<file path="src/hw/rtl/dsg_pkg.sv">
package dsg_pkg;

   // field widths
   localparam int POS_W     = 32;
   localparam int MASS_W    = 32;
   localparam int GRAV_W    = 32;
   localparam int FORCE_W   = 48;
   localparam int IN_DATA_W = 96;
   localparam int OUT_DATA_W = 96;

   // default for the position width parameter
   localparam int POS_WIDTH_DEFAULT = 32;

   // datapath widths
   localparam int DIFF_W = POS_W + 1;       // magnitude of a position difference
   localparam int B_W    = 49;              // multiplier operand shifted out bit by bit
   localparam int WIDE_W = 200;             // wide accumulator, divisor and root
   localparam int P_W    = 96;              // product g * ms * mt
   localparam int QUO_W  = FORCE_W;         // quotient bits, top bit marks overflow
   localparam int CNT_W  = 6;

   // iteration counts and fixed scalings
   localparam int SQRT_STEPS = 49;
   localparam int DIV_STEPS  = QUO_W;
   localparam int ONE_BIT    = 96;          // starting power of four for the root
   localparam int R2_SHIFT   = 32;
   localparam int NUM_SHIFT  = 40;
   localparam int CUBE_SHIFT = QUO_W - 1;

   localparam logic [GRAV_W-1:0]  GRAV_RESET = 32'h0100_0000;
   localparam logic [FORCE_W-1:0] FORCE_MAX  = 48'h7FFF_FFFF_FFFF;
   localparam logic [FORCE_W-1:0] FORCE_MIN  = 48'h8000_0000_0000;

   localparam int QUEUE_DEPTH = 2;

   typedef enum logic {
      KIND_LOAD,
      KIND_SOURCE
   } kind_type;

   typedef struct packed {
      kind_type          kind;
      logic [POS_W-1:0]  pos_x;
      logic [POS_W-1:0]  pos_y;
      logic [MASS_W-1:0] mass;
      logic              last;
   } item_type;

   typedef enum logic [3:0] {
      ST_IDLE,
      ST_SQX,
      ST_SQY,
      ST_SQRT,
      ST_S2,
      ST_CUBE,
      ST_GM,
      ST_PM,
      ST_NUMX,
      ST_DIVX,
      ST_NUMY,
      ST_DIVY,
      ST_FINISH
   } state_type;

endpackage

</file>
<file path="src/hw/rtl/dsg_queue.sv">
module dsg_queue (
   input  logic              clock,
   input  logic              reset,
   input  logic              push,
   input  dsg_pkg::item_type push_item,
   output logic              full,
   input  logic              pop,
   output dsg_pkg::item_type head_item,
   output logic              head_valid
);

   localparam int DEPTH = dsg_pkg::QUEUE_DEPTH;
   localparam int PTR_W = (DEPTH > 1) ? $clog2(DEPTH) : 1;
   localparam int CNT_W = $clog2(DEPTH + 1);

   dsg_pkg::item_type mem_ff [DEPTH];
   logic [PTR_W-1:0]  wr_ptr_ff, wr_ptr_in, rd_ptr_ff, rd_ptr_in;
   logic [CNT_W-1:0]  count_ff, count_in;

   // pointer and fill count update
   always_comb begin
      wr_ptr_in = wr_ptr_ff;
      rd_ptr_in = rd_ptr_ff;
      count_in  = count_ff;
      if (push) begin
         wr_ptr_in = (wr_ptr_ff == PTR_W'(DEPTH - 1)) ? '0 : wr_ptr_ff + 1'b1;
      end
      if (pop) begin
         rd_ptr_in = (rd_ptr_ff == PTR_W'(DEPTH - 1)) ? '0 : rd_ptr_ff + 1'b1;
      end
      if (push && !pop) begin
         count_in = count_ff + 1'b1;
      end else if (pop && !push) begin
         count_in = count_ff - 1'b1;
      end
   end

   always_ff @(posedge clock) begin
      if (reset) begin
         wr_ptr_ff <= '0;
         rd_ptr_ff <= '0;
         count_ff  <= '0;
      end else begin
         wr_ptr_ff <= wr_ptr_in;
         rd_ptr_ff <= rd_ptr_in;
         count_ff  <= count_in;
      end
   end

   // entry storage
   always_ff @(posedge clock) begin
      if (push) begin
         mem_ff[wr_ptr_ff] <= push_item;
      end
   end

   assign head_item  = mem_ff[rd_ptr_ff];
   assign head_valid = (count_ff != '0);
   assign full       = (count_ff == CNT_W'(DEPTH));

endmodule

</file>
<file path="config.mk">
export PLATFORM = sky130hd
export DESIGN_NAME = dsg_queue
export DESIGN_NICKNAME = d
export VERILOG_FILES = /design/src/hw/rtl/dsg_pkg.sv /design/src/hw/rtl/dsg_queue.sv
export SDC_FILE = /design/constraint.sdc
export NUM_CORES = 1
export LEC_CHECK = 0
export ABC_CLOCK_PERIOD_IN_PS = 10900
export BUFFER_PORTS_ARGS = -buffer_cell sky130_fd_sc_hd__buf_4
export CAP_MARGIN = 0
export CORE_ASPECT_RATIO = 1.75
export CORE_UTILIZATION = 56
export DETAILED_ROUTE_END_ITERATION = 16
export GPL_TIMING_DRIVEN = 0
export PLACE_DENSITY = 0.85
export SYNTH_ARGS = -nofsm -noshare
export SYNTH_HDL_FRONTEND = slang
export SYNTH_SLANG_ARGS = --single-unit
</file>
<file path="constraint.sdc">
create_clock -name clock -period 10.9 [get_ports clock]
set_input_delay 1.09 -clock clock [delete_from_list [all_inputs] [get_ports clock]]
set_output_delay 1.09 -clock clock [all_outputs]
set_load 0.1 [all_outputs]
</file>
======== Yosys cells after proc, flatten, opt, wreduce, memory -nomap -nowiden ========
Memories as Yosys holds them, arrays and structs flattened. A register that Yosys moved wholly into a read port is not among the register bits.
Cells that the tools add are included.
word-level totals
  word-level logic and storage cells ...... 23
  flip-flop bits (word level) ............. 4
  memories kept ........................... 1
  memory bits (writable) .................. 196
memory list
  memory  words  width  read ports  clocked after memory_dff  write ports  RTL line         text
  mem_ff  2      98     1           1                         1            dsg_queue.sv:16  dsg_pkg::item_type mem_ff [DEPTH];
operators by class
  $add $sub $neg .......................... 4
  multiplexer cells ....................... 8
  reductions and logical operators ........ 6
  equal/unequal tests ..................... 1
operators with widths
  cell                                               number
  two-way mux 1 bit                                  6
  two-way mux 2 bit                                  2
  nonzero test 2 bit                                 2
  adder 1 bit (second input constant)                2
  adder 2 x 1 -> 2 bit (second input constant)       1
  equality test 2 bit (second input constant)        1
  logical AND 1 bit                                  2
  logical NOT 1 bit                                  2
  subtractor 2 x 1 -> 2 bit (second input constant)  1

======== Longest topological paths before layout ========
  word-level depth ........................ 4
  depth in mapped cells ................... 5
  depth with buffers taken out ............ 5

======== Worst setup path before layout ========
Ideal clock, no wire load.
  kind .................................... in2reg
  from .................................... in push
  to ...................................... mem mem_ff[0][0] in the netlist's numbering (enable)
  library setup time ...................... 0.567 ns
  required time ........................... 10.333 ns
  path slack .............................. 4.976 ns
  stages on the path ...................... 1
  data arrival time ....................... 5.357 ns
  path buffers ............................ 0
  path through ............................ nor2b_1
on the way
  cells in the longest elaborated chain, start to end .. 2
ends and longest elaborated chain
  what                                     RTL line         text
  from (decl)                              dsg_queue.sv:4   input logic push,
  two-way mux 1 bit                        dsg_queue.sv:52  if (push) begin
  two-way mux 1 bit (not written as such)  dsg_queue.sv:53  mem_ff[wr_ptr_ff] <= push_item;
  to (decl)                                dsg_queue.sv:16
No other way between the ends.

==> results_dict.tcl <==
set metrics [dict create \
    finalMaxSlewViolations 0 \
    place_congestion 0.6890 \
    synth.distinct_cells 17 \
    first_iter_violations 123 \
    antenna_found_initial 0 \
    avgRoutedWirePerCell_um 19.52 \
    synth_edf_count 196 \
    track_usage 0.2129 \
    syn_area_sq_mm 0.007352 \
    finalNonFillerCells 729 \
    synth.area.top_cells "edfxtp_1 80%, mux2_2 12%, mux2_4 4.1%" \
    holdCritPathClass "reg2reg" \
    muxShareOfSynthArea 0.1603 \
    synth_flop_cell "edfxtp_1" \
    p_seq_frac 0.460 \
    fin_tns_setup_ns 0 \
    critical_path_class "reg2out" \
    timing.rr.end "mem_ff[1][39]" \
    clock-skew-final_ns 0.009116 \
    hold_violations 0 \
    boundaryPins 202 \
    max_stage_delay_ns 0.34 \
    p_leak_nw 3.693 \
    comb_power_share 0.262 \
    clk_path_buf_depth 3 \
    yosys.area.top_type "edfxtp_1" \
    intPower_w 0.001339 \
    synthAdderAreaFrac 0.001702 \
    synth_nets 430 \
    antenna-diode-count 0 \
    syn_avg_cell_area_sq_um 22.48 \
    fillers 755 \
    crit_top_cell "buf_6" \
    crit_path_end_kind "output port" \
    rsz0062_at_grt "no" \
    pwr-share-clk 0.278 \
    clkTransAtPathRegs_ns 0.06 \
    slew_headroom 0.4957 \
    areaGrowthSynthToFinish_pct 31.53 \
    dr.pass1.iters 4 \
    cts_buffers 17 \
    cellPowerDensity_mw_per_mm2 205.4 \
    cts_sinks 201 \
    synth_top_cell_area_share 0.8005 \
    die_x_um 88.62 \
    synth-simple-area-share 0.006297 \
    postSynthCellCount 327 \
    synth_common_cells "196 x edfxtp_1, 78 x mux2_2, 20 x mux2_4" \
    drc_errors 0 \
    clk_latency_ns 0.46 \
    cts_hold_buf 0 \
    synth_top_family_by_area "multiplexers" \
    h-tree-depth 1 \
    status "finished clean" \
    rows 55 \
    fin_crit_ns 2.954 \
    fp.dieH_um 153.6 \
    post_cts_resized 0 \
    synth-compound-area-share 0.001361 \
    drive_gt1_frac 0.6075 \
    vias_per_cell 5.151 \
    setup_viol 0 \
    worstPathRequired_ns 9.81 \
    path_cells "buf_6 > buf_6 > buf_6 > mux2_4 > buf_4" \
    drt.antenna.violating_nets 0 \
    tritoncts "done" \
    cp_max_fo 10 \
    dieArea_sq_mm 0.01361 \
    fmax_mhz 338.5 \
    postCtsSetupBuffers 0 \
    synth_xor_area_frac 0.004765 \
    nets 654 \
    ys_ff_latch 201 \
    vdd_drop_max_mv 0.1763 \
    grt_max_degree 54 \
    hold_ws_ns 0.5104 \
    place_inst 703 \
    endpoint "head_item[64]" \
    period_share 0.2710 \
    switchingPower_w 0.0006473 \
    numPortBuffers 201 \
    hpwl_mm 10.02 \
    cp_slowest_cell "dfxtp_1" \
    maxCapViolations 0 \
    overflow 0 \
    grt_pass1_vias 4157 \
    synthArstFlopShare 0 \
    cts-root-buf "clkbuf_16" \
    r2r_slack_ns 9.12 \
    initial_core_util 0.5713 \
    p_sw_frac 0.3258 \
    worstMarginPinSlew_ns 0.7564 \
    vias 3755 \
    startpoint_type "register" \
    synth.most_common_cell "edfxtp_1" \
    crit_arrival_ns 1.86 \
    grt_pass1_wl_mm 21.05 \
    coreArea_sq_mm 0.01287 \
    yosysSeqAreaShare 0.8142 \
    r2r_start "wr_ptr_ff" \
    reg2regPathDepth 2 \
    routed_wl_mm 14.23 \
    yosys_warnings 0 \
]
==> worst min-delay path by stage <==
stage,startpoint,end,slack [ns],cells past startpoint
after global routing,count_ff[1],count_ff[1],0.55,2
final,count_ff[1],count_ff[1],0.51,2
after floorplan,count_ff[1],count_ff[1],0.46,2
after global placement,count_ff[1],count_ff[1],0.49,2
after CTS,count_ff[1],count_ff[1],0.51,2
after detailed placement,count_ff[1],count_ff[1],0.50,2
==> cell usage in the layout (no fill, tap or decap), drive strengths merged <==
cell type / instances
and2: 1
dfxtp: 5
o21ai: 1
clkinv: 7
xor2: 2
bufinv: 1
or2: 1
clkbuf: 18
edfxtp: 196
or3: 1
buf: 216
nor2b: 2
a21oi: 1
inv: 1
ha: 1
xnor2: 2
mux2: 98
nor2: 4
==> power groups by stage <==
stage / clock (W) / combinational (W) / sequential [W]
2_1_floorplan: 0 / 0.000400 / 0.000931
3_3_place_gp: 0 / 0.000508 / 0.000935
3_5_place_dp: 0 / 0.000522 / 0.000931
4_1_cts: 0.000564 / 0.000524 / 0.000914
5_1_grt: 0.000592 / 0.000536 / 0.000917
6_report: 0.000553 / 0.000521 / 0.000913
==> cell families after synthesis <==
logic type | Yosys count
DFF | 201
buffers and inverters | 12
muxes | 98
xor gates and xnor gates | 4
AOI/OAI and AO/OA | 2
and+or+nand+nor | 9
adders and majority gates | 1
==> stage by stage <==
step	total power (W)	setup WS [ns]	util	area (sq um)
final	0.001987	7.946	0.7515	9671
after floorplan	0.001331	4.976	-	7352
after CTS	0.002002	7.914	0.7515	9671
after global routing	0.002045	7.875	0.7515	9671
after global placement	0.001443	2.843	0.7052	9075
after detailed placement	0.001452	8.271	0.7134	9180
==> sequential cells by signal, indices dropped and copies added (netlist names), named ones only <==
name and count:
mem_ff 196, rd_ptr_ff 1, count_ff 2, wr_ptr_ff 1
==> critical path, delay by kind of cell (launching register included) <==
family,cells,cell delay (ns)
buffers and inverters,4,0.74
flip-flops,1,0.34
multiplexers,1,0.31
==> layer usage <==
metal	part of all wire	wire length (um)	GRT usage
met5	0	0	0
met4	0.043	605	0.1014
met3	0.060	859	0.04938
met2	0.58	8280	0.4095
met1	0.32	4483	0.2002
==> area by class of cell <==
| cell class | count | area, sq um | share of cell area |
|---|---|---|---|
| clock inverter | 8 | 61.31 | 0.006340 |
| clock buffer | 18 | 429.2 | 0.04438 |
| timing repair buffer | 205 | 1604 | 0.1659 |
| multi-input combinational | 114 | 1292 | 0.1337 |
| buffer | 11 | 80.08 | 0.008281 |
| tap | 171 | 214.0 | 0.02212 |
| inverter | 1 | 3.754 | 0.0003881 |
| sequential | 201 | 5986 | 0.6190 |
(Power assumes the default switching activity.)
